===== src/design/csim_pkg.sv =====
`default_nettype none

package csim_pkg;

   localparam int TASK_ID_W   = 16;
   localparam int CPU_IDX_W   = 3;
   localparam int CNT_W       = 32;
   localparam int THRESHOLD_W = 16;

   localparam logic [THRESHOLD_W-1:0] THRESHOLD_RESET = 16'h8000;

   localparam logic CMD_TICK  = 1'b0;
   localparam logic CMD_CLOSE = 1'b1;

   typedef logic [CNT_W-1:0] cnt_type;

   typedef struct packed {
      logic                 cmd;
      logic [CPU_IDX_W-1:0] cpu_index;
      logic                 task_present;
      logic [TASK_ID_W-1:0] task_id;
      logic                 first_tick;
   } req_type;

   typedef struct packed {
      logic [CPU_IDX_W-1:0] out_cpu;
      logic                 switched;
      cnt_type              switch_count;
      cnt_type              idle_period_count;
      cnt_type              idle_run_length;
   } rsp_type;

   // per-cpu counters, moved between the state file and the update logic
   typedef struct packed {
      cnt_type switches;
      cnt_type periods;
      cnt_type ticks;
   } cnt_set_type;

   function automatic cnt_type sat_inc(input cnt_type v);
      cnt_type r;
      r = (v == '1) ? v : v + cnt_type'(1);
      return r;
   endfunction

endpackage

`default_nettype wire


===== src/design/csim_req_if.sv =====
`default_nettype none

interface csim_req_if;
   logic                                 valid;
   logic                                 ready;
   logic                                 cmd;
   logic [csim_pkg::CPU_IDX_W-1:0]       cpu_index;
   logic                                 task_present;
   logic [csim_pkg::TASK_ID_W-1:0]       task_id;
   logic                                 first_tick;

   modport source (
      output valid, cmd, cpu_index, task_present, task_id, first_tick,
      input  ready
   );

   modport sink (
      input  valid, cmd, cpu_index, task_present, task_id, first_tick,
      output ready
   );
endinterface

`default_nettype wire


===== src/design/csim_rsp_if.sv =====
`default_nettype none

interface csim_rsp_if;
   logic                           valid;
   logic                           ready;
   logic [csim_pkg::CPU_IDX_W-1:0] out_cpu;
   logic                           switched;
   csim_pkg::cnt_type              switch_count;
   csim_pkg::cnt_type              idle_period_count;
   csim_pkg::cnt_type              idle_run_length;

   modport source (
      output valid, out_cpu, switched, switch_count, idle_period_count, idle_run_length,
      input  ready
   );

   modport sink (
      input  valid, out_cpu, switched, switch_count, idle_period_count, idle_run_length,
      output ready
   );
endinterface

`default_nettype wire


===== src/design/csim_state_file.sv =====
`default_nettype none

module csim_state_file #(
   parameter int NUM_CPUS = 8,
   parameter int IDX_W    = 3,
   parameter int ID_W     = 16
) (
   input  wire logic                  clock,
   input  wire logic                  reset,
   input  wire logic [IDX_W-1:0]      rd_idx,
   output      logic                  rd_last_valid,
   output      logic [ID_W-1:0]       rd_last_id,
   output      logic                  rd_prior_valid,
   output      logic [ID_W-1:0]       rd_prior_id,
   output      csim_pkg::cnt_set_type rd_cnt,
   input  wire logic                  wr_en,
   input  wire logic [IDX_W-1:0]      wr_idx,
   input  wire logic                  wr_last_valid,
   input  wire logic [ID_W-1:0]       wr_last_id,
   input  wire logic                  wr_prior_valid,
   input  wire logic [ID_W-1:0]       wr_prior_id,
   input  wire csim_pkg::cnt_set_type wr_cnt
);

   logic                  last_valid_ff  [NUM_CPUS];
   logic [ID_W-1:0]       last_id_ff     [NUM_CPUS];
   logic                  prior_valid_ff [NUM_CPUS];
   logic [ID_W-1:0]       prior_id_ff    [NUM_CPUS];
   csim_pkg::cnt_set_type cnt_ff         [NUM_CPUS];

   always_ff @(posedge clock) begin
      if (reset) begin
         for (int i = 0; i < NUM_CPUS; i++) begin
            last_valid_ff[i]  <= 1'b0;
            prior_valid_ff[i] <= 1'b0;
            cnt_ff[i]         <= '0;
         end
      end else if (wr_en) begin
         last_valid_ff[wr_idx]  <= wr_last_valid;
         prior_valid_ff[wr_idx] <= wr_prior_valid;
         cnt_ff[wr_idx]         <= wr_cnt;
      end
   end

   // ids are only meaningful while their valid bit is set
   always_ff @(posedge clock) begin
      if (wr_en) begin
         last_id_ff[wr_idx]  <= wr_last_id;
         prior_id_ff[wr_idx] <= wr_prior_id;
      end
   end

   assign rd_last_valid  = last_valid_ff[rd_idx];
   assign rd_last_id     = last_id_ff[rd_idx];
   assign rd_prior_valid = prior_valid_ff[rd_idx];
   assign rd_prior_id    = prior_id_ff[rd_idx];
   assign rd_cnt         = cnt_ff[rd_idx];

endmodule

`default_nettype wire


===== src/design/csim_update.sv =====
`default_nettype none

module csim_update #(
   parameter int ID_W = 16
) (
   input  wire csim_pkg::req_type                    item,
   input  wire logic [csim_pkg::THRESHOLD_W-1:0]     threshold,
   input  wire logic                                 last_valid,
   input  wire logic [ID_W-1:0]                      last_id,
   input  wire logic                                 prior_valid,
   input  wire logic [ID_W-1:0]                      prior_id,
   input  wire csim_pkg::cnt_set_type                cnt,
   output      logic                                 nxt_last_valid,
   output      logic [ID_W-1:0]                      nxt_last_id,
   output      logic                                 nxt_prior_valid,
   output      logic [ID_W-1:0]                      nxt_prior_id,
   output      csim_pkg::cnt_set_type                nxt_cnt,
   output      logic                                 switched
);

   logic [ID_W-1:0] cur_id;
   logic            cur_idle;
   logic            was_idle;
   logic            same_prior;
   logic            same_last;

   assign cur_id   = item.task_present ? ID_W'(item.task_id) : '0;
   assign cur_idle = !item.task_present ||
                     (csim_pkg::THRESHOLD_W'(cur_id) >= threshold);
   assign was_idle = !last_valid || (csim_pkg::THRESHOLD_W'(last_id) >= threshold);

   assign same_prior = (item.task_present == prior_valid) &&
                       (!item.task_present || cur_id == prior_id);
   assign same_last  = (item.task_present == last_valid) &&
                       (!item.task_present || cur_id == last_id);

   always_comb begin
      nxt_last_valid  = last_valid;
      nxt_last_id     = last_id;
      nxt_prior_valid = prior_valid;
      nxt_prior_id    = prior_id;
      nxt_cnt         = cnt;
      switched        = 1'b0;

      if (item.cmd == csim_pkg::CMD_CLOSE) begin
         if (was_idle && cnt.ticks > csim_pkg::cnt_type'(1)) begin
            nxt_cnt.periods = csim_pkg::sat_inc(cnt.periods);
         end
      end else begin
         if (!cur_idle) begin
            if (was_idle) begin
               // returning from idle: compare against the task before the idle run
               switched = !same_prior;
               if (!item.first_tick) begin
                  if (cnt.ticks != csim_pkg::cnt_type'(1)) begin
                     nxt_cnt.periods = csim_pkg::sat_inc(cnt.periods);
                  end
                  nxt_cnt.ticks = '0;
               end
            end else begin
               switched = (cur_id != last_id);
            end
         end else begin
            nxt_cnt.ticks = csim_pkg::sat_inc(cnt.ticks);
         end

         if (switched) begin
            nxt_cnt.switches = csim_pkg::sat_inc(cnt.switches);
         end
         if (!same_last) begin
            nxt_prior_valid = last_valid;
            nxt_prior_id    = last_id;
         end
         nxt_last_valid = item.task_present;
         nxt_last_id    = cur_id;
      end
   end

endmodule

`default_nettype wire


===== src/design/cpu_context_switch_idle_monitor.sv =====
// An accepted item is held in the input register in_ff, then moves on to the result
// register rsp_ff, which drives rsp_if.
// Throughput: one item per cycle unless rsp_if stalls; the per-cpu register file is read, updated
// and written back within the single pass between the input and result registers.
// Reset (synchronous): clears all counters and task history of every cpu, empties
// both pipeline registers and sets the idle threshold to 32768.
`default_nettype none

module cpu_context_switch_idle_monitor #(
   parameter int NUM_CPUS     = 8,
   parameter int TASK_ID_BITS = 16
) (
   input  wire logic                               clock,
   input  wire logic                               reset,
   csim_req_if.sink                                req_if,
   csim_rsp_if.source                              rsp_if,
   input  wire logic                               csr_wr_en,
   input  wire logic [csim_pkg::THRESHOLD_W-1:0]   csr_wr_data
);

   localparam int IDX_W = (NUM_CPUS > 1) ? $clog2(NUM_CPUS) : 1;
   localparam int ID_W  = (TASK_ID_BITS < csim_pkg::TASK_ID_W) ?
                          TASK_ID_BITS : csim_pkg::TASK_ID_W;

   logic [csim_pkg::THRESHOLD_W-1:0] threshold_ff;

   logic              in_valid_ff;
   logic              in_valid_in;
   csim_pkg::req_type in_ff;
   logic              rsp_valid_ff;
   logic              rsp_valid_in;
   csim_pkg::rsp_type rsp_ff;
   csim_pkg::rsp_type rsp_in;

   logic advance;
   logic req_take;
   logic in_range;
   logic state_we;
   logic [IDX_W-1:0] idx;

   logic                  rd_last_valid;
   logic [ID_W-1:0]       rd_last_id;
   logic                  rd_prior_valid;
   logic [ID_W-1:0]       rd_prior_id;
   csim_pkg::cnt_set_type rd_cnt;
   logic                  wr_last_valid;
   logic [ID_W-1:0]       wr_last_id;
   logic                  wr_prior_valid;
   logic [ID_W-1:0]       wr_prior_id;
   csim_pkg::cnt_set_type wr_cnt;
   logic                  switched;

   always_ff @(posedge clock) begin
      if (reset) begin
         threshold_ff <= csim_pkg::THRESHOLD_RESET;
      end else if (csr_wr_en) begin
         threshold_ff <= csr_wr_data;
      end
   end

   // result register frees up when empty or being taken
   assign advance      = !rsp_valid_ff || rsp_if.ready;
   assign req_if.ready = !in_valid_ff || advance;
   assign req_take     = req_if.valid && req_if.ready;

   assign in_valid_in  = req_take || (in_valid_ff && !advance);
   assign rsp_valid_in = advance ? in_valid_ff : rsp_valid_ff;

   always_ff @(posedge clock) begin
      if (reset) begin
         in_valid_ff  <= 1'b0;
         rsp_valid_ff <= 1'b0;
      end else begin
         in_valid_ff  <= in_valid_in;
         rsp_valid_ff <= rsp_valid_in;
      end
   end

   always_ff @(posedge clock) begin
      if (req_take) begin
         in_ff.cmd          <= req_if.cmd;
         in_ff.cpu_index    <= req_if.cpu_index;
         in_ff.task_present <= req_if.task_present;
         in_ff.task_id      <= req_if.task_id;
         in_ff.first_tick   <= req_if.first_tick;
      end
   end

   assign in_range = (int'(in_ff.cpu_index) < NUM_CPUS);
   assign idx      = IDX_W'(in_ff.cpu_index);
   assign state_we = advance && in_valid_ff && in_range;

   csim_state_file #(
      .NUM_CPUS (NUM_CPUS),
      .IDX_W    (IDX_W),
      .ID_W     (ID_W)
   ) u_state_file (
      .clock          (clock),
      .reset          (reset),
      .rd_idx         (idx),
      .rd_last_valid  (rd_last_valid),
      .rd_last_id     (rd_last_id),
      .rd_prior_valid (rd_prior_valid),
      .rd_prior_id    (rd_prior_id),
      .rd_cnt         (rd_cnt),
      .wr_en          (state_we),
      .wr_idx         (idx),
      .wr_last_valid  (wr_last_valid),
      .wr_last_id     (wr_last_id),
      .wr_prior_valid (wr_prior_valid),
      .wr_prior_id    (wr_prior_id),
      .wr_cnt         (wr_cnt)
   );

   csim_update #(
      .ID_W (ID_W)
   ) u_update (
      .item            (in_ff),
      .threshold       (threshold_ff),
      .last_valid      (rd_last_valid),
      .last_id         (rd_last_id),
      .prior_valid     (rd_prior_valid),
      .prior_id        (rd_prior_id),
      .cnt             (rd_cnt),
      .nxt_last_valid  (wr_last_valid),
      .nxt_last_id     (wr_last_id),
      .nxt_prior_valid (wr_prior_valid),
      .nxt_prior_id    (wr_prior_id),
      .nxt_cnt         (wr_cnt),
      .switched        (switched)
   );

   // a cpu outside the file reports its index with no switch and zero counts
   always_comb begin
      rsp_in         = '0;
      rsp_in.out_cpu = in_ff.cpu_index;
      if (in_range) begin
         rsp_in.switched          = switched;
         rsp_in.switch_count      = wr_cnt.switches;
         rsp_in.idle_period_count = wr_cnt.periods;
         rsp_in.idle_run_length   = wr_cnt.ticks;
      end
   end

   always_ff @(posedge clock) begin
      if (advance && in_valid_ff) begin
         rsp_ff <= rsp_in;
      end
   end

   assign rsp_if.valid             = rsp_valid_ff;
   assign rsp_if.out_cpu           = rsp_ff.out_cpu;
   assign rsp_if.switched          = rsp_ff.switched;
   assign rsp_if.switch_count      = rsp_ff.switch_count;
   assign rsp_if.idle_period_count = rsp_ff.idle_period_count;
   assign rsp_if.idle_run_length   = rsp_ff.idle_run_length;

   a_reset_empties: assert property (@(posedge clock)
      reset |=> !rsp_valid_ff && !in_valid_ff)
      else $error("pipeline not empty after reset");

   a_stalled_item_held: assert property (@(posedge clock) disable iff (reset)
      in_valid_ff && !advance |=> in_valid_ff && $stable(in_ff))
      else $error("stalled input item lost or changed");

   a_switch_counted: assert property (@(posedge clock) disable iff (reset)
      rsp_valid_ff && rsp_ff.switched |-> rsp_ff.switch_count != '0)
      else $error("switch reported with zero switch count");

   a_out_of_range_zero: assert property (@(posedge clock) disable iff (reset)
      rsp_valid_ff && (int'(rsp_ff.out_cpu) >= NUM_CPUS) |->
         !rsp_ff.switched && rsp_ff.switch_count == '0 &&
         rsp_ff.idle_period_count == '0 && rsp_ff.idle_run_length == '0)
      else $error("result for missing cpu is not zero");

endmodule

`default_nettype wire

===== src/flat_wrapper.sv =====
// flat-port wrapper written by rule: the top's interface ports become plain ports
module cpu_context_switch_idle_monitor_flat 
#(
   parameter int NUM_CPUS     = 8,
   parameter int TASK_ID_BITS = 16
)
  (clock, reset, csr_wr_en, csr_wr_data, req_if_valid, req_if_cmd, req_if_cpu_index, req_if_task_present, req_if_task_id, req_if_first_tick, req_if_ready, rsp_if_valid, rsp_if_out_cpu, rsp_if_switched, rsp_if_switch_count, rsp_if_idle_period_count, rsp_if_idle_run_length, rsp_if_ready);
  csim_req_if req_if_i ();
  csim_rsp_if rsp_if_i ();
  input  wire logic clock;
  input  wire logic reset;
  input  wire logic csr_wr_en;
  input  wire logic [csim_pkg::THRESHOLD_W-1:0] csr_wr_data;
  input wire logic [$bits(req_if_i.valid)-1:0] req_if_valid;
  input wire logic [$bits(req_if_i.cmd)-1:0] req_if_cmd;
  input wire logic [$bits(req_if_i.cpu_index)-1:0] req_if_cpu_index;
  input wire logic [$bits(req_if_i.task_present)-1:0] req_if_task_present;
  input wire logic [$bits(req_if_i.task_id)-1:0] req_if_task_id;
  input wire logic [$bits(req_if_i.first_tick)-1:0] req_if_first_tick;
  output wire logic [$bits(req_if_i.ready)-1:0] req_if_ready;
  output wire logic [$bits(rsp_if_i.valid)-1:0] rsp_if_valid;
  output wire logic [$bits(rsp_if_i.out_cpu)-1:0] rsp_if_out_cpu;
  output wire logic [$bits(rsp_if_i.switched)-1:0] rsp_if_switched;
  output wire logic [$bits(rsp_if_i.switch_count)-1:0] rsp_if_switch_count;
  output wire logic [$bits(rsp_if_i.idle_period_count)-1:0] rsp_if_idle_period_count;
  output wire logic [$bits(rsp_if_i.idle_run_length)-1:0] rsp_if_idle_run_length;
  input wire logic [$bits(rsp_if_i.ready)-1:0] rsp_if_ready;
  assign req_if_i.valid = req_if_valid;
  assign req_if_i.cmd = req_if_cmd;
  assign req_if_i.cpu_index = req_if_cpu_index;
  assign req_if_i.task_present = req_if_task_present;
  assign req_if_i.task_id = req_if_task_id;
  assign req_if_i.first_tick = req_if_first_tick;
  assign req_if_ready = req_if_i.ready;
  assign rsp_if_valid = rsp_if_i.valid;
  assign rsp_if_out_cpu = rsp_if_i.out_cpu;
  assign rsp_if_switched = rsp_if_i.switched;
  assign rsp_if_switch_count = rsp_if_i.switch_count;
  assign rsp_if_idle_period_count = rsp_if_i.idle_period_count;
  assign rsp_if_idle_run_length = rsp_if_i.idle_run_length;
  assign rsp_if_i.ready = rsp_if_ready;
  cpu_context_switch_idle_monitor #(.NUM_CPUS(NUM_CPUS), .TASK_ID_BITS(TASK_ID_BITS)) u_core (.clock(clock), .reset(reset), .req_if(req_if_i), .rsp_if(rsp_if_i), .csr_wr_en(csr_wr_en), .csr_wr_data(csr_wr_data));
endmodule

===== config.mk =====
export PLATFORM = sky130hd
export DESIGN_NAME = cpu_context_switch_idle_monitor_flat
export DESIGN_NICKNAME = d
export VERILOG_FILES = /design/src/design/csim_pkg.sv /design/src/design/csim_req_if.sv /design/src/design/csim_rsp_if.sv /design/src/design/csim_state_file.sv /design/src/design/csim_update.sv /design/src/design/cpu_context_switch_idle_monitor.sv /design/src/flat_wrapper.sv
export SDC_FILE = /design/constraint.sdc
export NUM_CORES = 2
export LEC_CHECK = 0
export BUFFER_PORTS_ARGS = -buffer_cell sky130_fd_sc_hd__buf_4
export CORE_AREA = 2 2 300 302
export DETAILED_ROUTE_END_ITERATION = 8
export DIE_AREA = 0 0 302 304
export PLACE_DENSITY_LB_ADDON = 0.2
export SLEW_MARGIN = 30
export SYNTH_ARGS = -nofsm -noshare
export SYNTH_HDL_FRONTEND = slang
export SYNTH_HIERARCHICAL = 1
export SYNTH_SLANG_ARGS = --single-unit

===== constraint.sdc =====
create_clock -name clock -period 17 [get_ports clock]
set_clock_uncertainty 0.15 [all_clocks]
set_input_delay 5.1 -clock clock [delete_from_list [all_inputs] [get_ports clock]]
set_output_delay 5.1 -clock clock [all_outputs]
set_load 0.03 [all_outputs]

Yosys cells after proc, flatten, opt, wreduce, memory -nomap -nowiden
Memories as Yosys holds them, arrays and structs flattened. A register that Yosys moved wholly into a read port is not among the register bits.
Index checks and enable logic that the tools add are counted.
- flip-flop bits (word level): 140
- memory bits (writable): 1040
- memories kept: 5
- word-level logic and storage cells: 98
- output and inout bits: 102
- input port bits: 43
- mux-type cells: 43
- add/subtract/negate cells: 3
- equality and inequality tests: 9
- $lt $le $gt $ge: 3
- reduce and logical (&&, ||, !) cells: 22
- memories (name ; depth ; width ; rd ports ; clocked after memory_dff ; write ports ; RTL line ; text):
    u_core.u_state_file.cnt_ff ; 8 ; 96 ; 1 ; 1 ; 8 ; csim_state_file.sv:29 ; csim_pkg::cnt_set_type cnt_ff [NUM_CPUS];
    u_core.u_state_file.last_id_ff ; 8 ; 16 ; 1 ; 1 ; 1 ; csim_state_file.sv:26 ; logic [ID_W-1:0] last_id_ff [NUM_CPUS];
    u_core.u_state_file.prior_id_ff ; 8 ; 16 ; 1 ; 1 ; 1 ; csim_state_file.sv:28 ; logic [ID_W-1:0] prior_id_ff [NUM_CPUS];
    u_core.u_state_file.last_valid_ff ; 8 ; 1 ; 1 ; 1 ; 8 ; csim_state_file.sv:25 ; logic last_valid_ff [NUM_CPUS];
    u_core.u_state_file.prior_valid_ff ; 8 ; 1 ; 1 ; 1 ; 8 ; csim_state_file.sv:27 ; logic prior_valid_ff [NUM_CPUS];
- operator list (kind ; number):
    $mux W32 ; 11
    $mux W64 ; 2
    $add A32 B1 Y32 const B ; 3
    $eq A32 B32 Y1 const B ; 3
    $mux W96 ; 1
    $reduce_or A96 Y1 ; 1
    $mux W16 ; 4
    $eq A16 B16 Y1 ; 2
    $ge A16 B16 Y1 ; 2
    $gt A32 B1 Y1 const B ; 1
    $ne A32 B1 Y1 const B ; 1
    $mux W3 ; 8
    $mux W1 ; 17
    $ne A16 B16 Y1 ; 1
    $logic_or A1 B1 Y1 ; 7
    $logic_and A1 B1 Y1 ; 6
    $logic_not A1 Y1 ; 6
    $eq A1 B1 Y1 ; 2
    $reduce_or A1 Y1 ; 2

Logic depth before layout (Yosys ltp)
- word-level depth: 11
- depth in mapped cells: 19
- depth with buffers taken out: 14

Modules after synthesis
The synthesis kept the hierarchy.
- by module, submodules not included (module ; cells an instance ; area each (um^2) ; sequential area each (um^2) ; instances):
    csim_state_file ; 2584 ; 44445.1 ; 31230.0 ; 1
    csim_update ; 711 ; 4740.8 ; 0.0 ; 1
    cpu_context_switch_idle_monitor ; 184 ; 4330.4 ; 4023.9 ; 1

Worst setup path after synthesis
Ideal clock, no wire load.
- path type: input port to flip-flop
- from: in rsp_if_ready
- to: mem u_core/u_state_file/cnt_ff[1][0] in the netlist's numbering (enable)
- path buffers: 0
- path slack: 3.364 ns
- cell stages on the path: 4
- arrival: 12.911 ns
- required time: 16.275 ns
- library setup time: 0.575 ns
- path through: nand2b_1 -> and2_1 -> nand2_1 -> o21bai_1
- RTL lines (element ; RTL line ; text):
    start, declared ; flat_wrapper.sv:27 ; input wire logic [$bits(rsp_if_i.ready)-1:0] rsp_if_ready;
    end, declared ; csim_state_file.sv:29 ;

Final worst setup path
- from: in rsp_if_ready
- to: out req_if_ready
- longest elaborated chain between the ends: 2
- RTL lines (element ; RTL line ; text):
    $logic_or A1 B1 Y1 ; cpu_context_switch_idle_monitor.sv:62 ; assign advance = !rsp_valid_ff || rsp_if.ready;
    $logic_or A1 B1 Y1 ; cpu_context_switch_idle_monitor.sv:63 ; assign req_if.ready = !in_valid_ff || advance;
    end, declared ; flat_wrapper.sv:20 ; output wire logic [$bits(req_if_i.ready)-1:0] req_if_ready;
No other way between the ends.

==> results.sh <==
export IMPL_synthFlopType="edfxtp_1"
export IMPL_pwr_share_clk_pct=39.8
export IMPL_grt_pass1_wl_um=194000
export IMPL_drtPass1Iterations=7
export IMPL_core_area_um2=89000
export IMPL_switching_share_pct=23.8
export IMPL_rsz0062_at_grt="false"
export IMPL_routed_wl_um=128000
export IMPL_syn_nets=3559
export IMPL_grtUsageMet2_pct=46.4
export IMPL_clk_pin_slew_ns=0.06
export IMPL_use_met3_pct=4.10
export IMPL_max_freq_mhz=92.3
export IMPL_insertion_delay_ns=0.69
export IMPL_p_per_area_nw_per_um2=114
export IMPL_yosys_register_bits=1180
export IMPL_gp_congestion=0.853
export IMPL_path_class="in2out"
export IMPL_fp_dieW_um=302
export IMPL_min_period_ns=10.84
export IMPL_cts_tree="built"
export IMPL_worst_setup_path_end_kind="output pin"
export IMPL_synth_distinct_cells=71
export IMPL_r2r_start="u_core/idx[1]"
export IMPL_leakagePower_uw=0.0197
export IMPL_synth_seq_area_share_pct=65.9
export IMPL_drtIter0Drc=3554
export IMPL_maxSlewViolCount=0
export IMPL_power_frac_seq_pct=49.6
export IMPL_reg2reg_to="u_core/u_state_file/cnt_ff[3][90]"
export IMPL_post_cts_resize_count=0
export IMPL_drtAntennaViolNets=0
export IMPL_vias=32000
export IMPL_arrival_ns=5.59
export IMPL_grt_util_met1_pct=38.5
export IMPL_numCtsBuffers=115
export IMPL_final_cell_mix="edfxtp_1 (1162), nor3_1 (806), mux4_2 (204), buf_4 (186), mux2_2 (163)"
export IMPL_min_path_type="reg2reg"
export IMPL_die_h_um=304
export IMPL_crit_required_ns=11.75
export IMPL_finalNonFillerCells=4793
export IMPL_ir_drop_mv=0.0799
export IMPL_hold_end="u_core/rsp_if.valid"
export IMPL_num_fill_cells=5957
export IMPL_io_buffers=144
export IMPL_setup_viol=0
export IMPL_synth_edf_count=1162
export IMPL_cts_htree_levels=3
export IMPL_grt_overflow=0
export IMPL_start_kind="primary input"
export IMPL_status="completed"
export IMPL_fin_nets=3600
export IMPL_hold_viol_final=0
export IMPL_numClockSinks=1180
export IMPL_grt_pass1_vias=32700
export IMPL_io_pins=145
export IMPL_holdCritStartpoint="u_core/in_valid_ff"
export IMPL_cts_setup_buffers=0
export IMPL_final_common_cell="edfxtp_1"
export IMPL_tightestPinTransition_ns=1.04
export IMPL_cts_root_buf="clkbuf_16"
export IMPL_routedWlPerCell_um=26.6
export IMPL_die_area_um2=91800
export IMPL_p_int_uw=5170
export IMPL_switching_power_uw=1620
export IMPL_combPwrFrac_pct=10.6
export IMPL_max_cap_viol_count=0
export IMPL_grt_use_total_pct=27.9
export IMPL_postCtsHoldBufs=0
export IMPL_ff2ff_path_depth=15
export IMPL_crit_path_max_fanout=3
export IMPL_n_antenna_cell=0
export IMPL_grt_antenna_before_repair=3
export IMPL_viasPerCell=6.68
export IMPL_holdWs_ns=0.329
export IMPL_place_hpwl_um=70800
export IMPL_holdPathStages=2
export IMPL_syn_avg_cell_area_um2=15.4
export IMPL_drive_above_1_share_pct=22.2
export IMPL_rows=110
export IMPL_synthArstFlopShare_pct=0
export IMPL_relSlewSlack_pct=30.8
export IMPL_drc=0
export IMPL_area_growth_pct=11.3
export IMPL_worst_r2r_setup_slack_ns=9.75
export IMPL_busiest_layer="met2"
export IMPL_clockBufferDepth=3
export IMPL_grt_max_degree=218
export IMPL_initial_core_util_pct=60.1
export IMPL_yosysWarnings=6
export IMPL_synth_cells=3479
export IMPL_netlist_area_um2=53500
export IMPL_fin_tns_setup_ns=0
export IMPL_place_inst=4575
export IMPL_period_share_pct=63.8
[power by group through the flow]
stage          Clock, uW  Sequential (uW)  Combinational, uW
2_1_floorplan          0             3460                456
3_3_place_gp           0             3420                684
3_5_place_dp           0             3430                705
4_1_cts             2740             3370                710
5_1_grt             2840             3370                764
6_report            2700             3360                719
[registers in the layout (all words and copies together) (netlist names)]
signal and count:
u_core/u_state_file/cnt_ff 768, u_core/u_state_file/last_id_ff 128, u_core/u_state_file/prior_id_ff 128, u_core/rsp_if.idle_period_count 32
u_core/rsp_if.idle_run_length 32, u_core/rsp_if.switch_count 32, u_core/in_ff 19, u_core/threshold_ff 16
u_core/u_state_file/last_valid_ff 8, u_core/u_state_file/prior_valid_ff 8, u_core/idx 3, u_core/rsp_if.out_cpu 3
u_core/in_valid_ff 1, u_core/rsp_if.switched 1, u_core/rsp_if.valid 1
[metrics by stage]
stage / util, % / area, um^2 / setup WS, ns / power [uW]
final: 66.9 / 59600 / 6.16 / 6790
after detailed placement: 62.2 / 55400 / 6.17 / 4130
after CTS: 66.8 / 59400 / 6.17 / 6810
after global routing: 66.9 / 59600 / 6.14 / 6980
after global placement: 62.1 / 55300 / 6.13 / 4100
after floorplan: - / 53500 / 3.36 / 3920
[final cells by class]
class,count,area (um^2),area share [%]
Clock inverter,87,1090,1.83
Sequential cell,1180,35300,59.2
Tap cell,1176,1470,2.47
Timing Repair Buffer,210,1790,3.01
Clock buffer,127,2940,4.94
Multi-Input combinational cell,1871,16500,27.7
Inverter,142,533,0.895
[layer usage]
| metal | vias up | wire [um] | part of all wire, % |
|---|---|---|---|
| li1 | 13900 | - | - |
| met1 | 16300 | 50400 | 40 |
| met2 | 1556 | 63300 | 50 |
| met3 | 259 | 10300 | 8.1 |
| met4 | 2 | 3390 | 2.7 |
| met5 | - | 13 | 0.010 |
[cell usage after synthesis, drive strengths merged, types with 22 or more instances]
library cell / number / area share [%]
and3: 29 / 0.34
buf: 77 / 1.2
clkbuf: 209 / 1.5
clkinv: 98 / 0.69
edfxtp: 1162 / 65
ha: 37 / 0.87
inv: 44 / 0.31
mux2: 163 / 3.4
mux4: 260 / 11
nand2: 68 / 0.48
nand3: 55 / 0.51
nand4: 50 / 0.58
nor2: 67 / 0.47
nor3: 807 / 7.6
nor4: 22 / 0.33
o21ai: 34 / 0.32
xnor2: 47 / 0.77
xor2: 32 / 0.52
[cell families after synthesis]
group	synth area share (%)
DFF	65.9
adders and majority gates	0.865
and+or+nand+nor	11.3
muxes	15.1
buffers and inverters	3.70
xor gates and xnor gates	1.29
AOI/OAI and AO/OA	1.91
[worst max path at each step]
| stage | startpoint | cells past startpoint | endpoint | slack [ns] |
|---|---|---|---|---|
| 3_3_place_gp | rsp_if_ready | 3 | req_if_ready | 6.13 |
| 5_1_grt | rsp_if_ready | 3 | req_if_ready | 6.14 |
| 4_1_cts | rsp_if_ready | 3 | req_if_ready | 6.17 |
| 2_1_floorplan | rsp_if_ready | 4 | u_core/u_state_file/cnt_ff[1][0] | 3.36 |
| 6_report | rsp_if_ready | 3 | req_if_ready | 6.16 |
| 3_5_place_dp | rsp_if_ready | 3 | req_if_ready | 6.17 |
[worst max-delay path, stage by stage]
cell and delay [ns]:
buf_4 0.11, nand3b_1 0.19, buf_4 0.19
No activity file was read; power rests on OpenSTA's default activity.
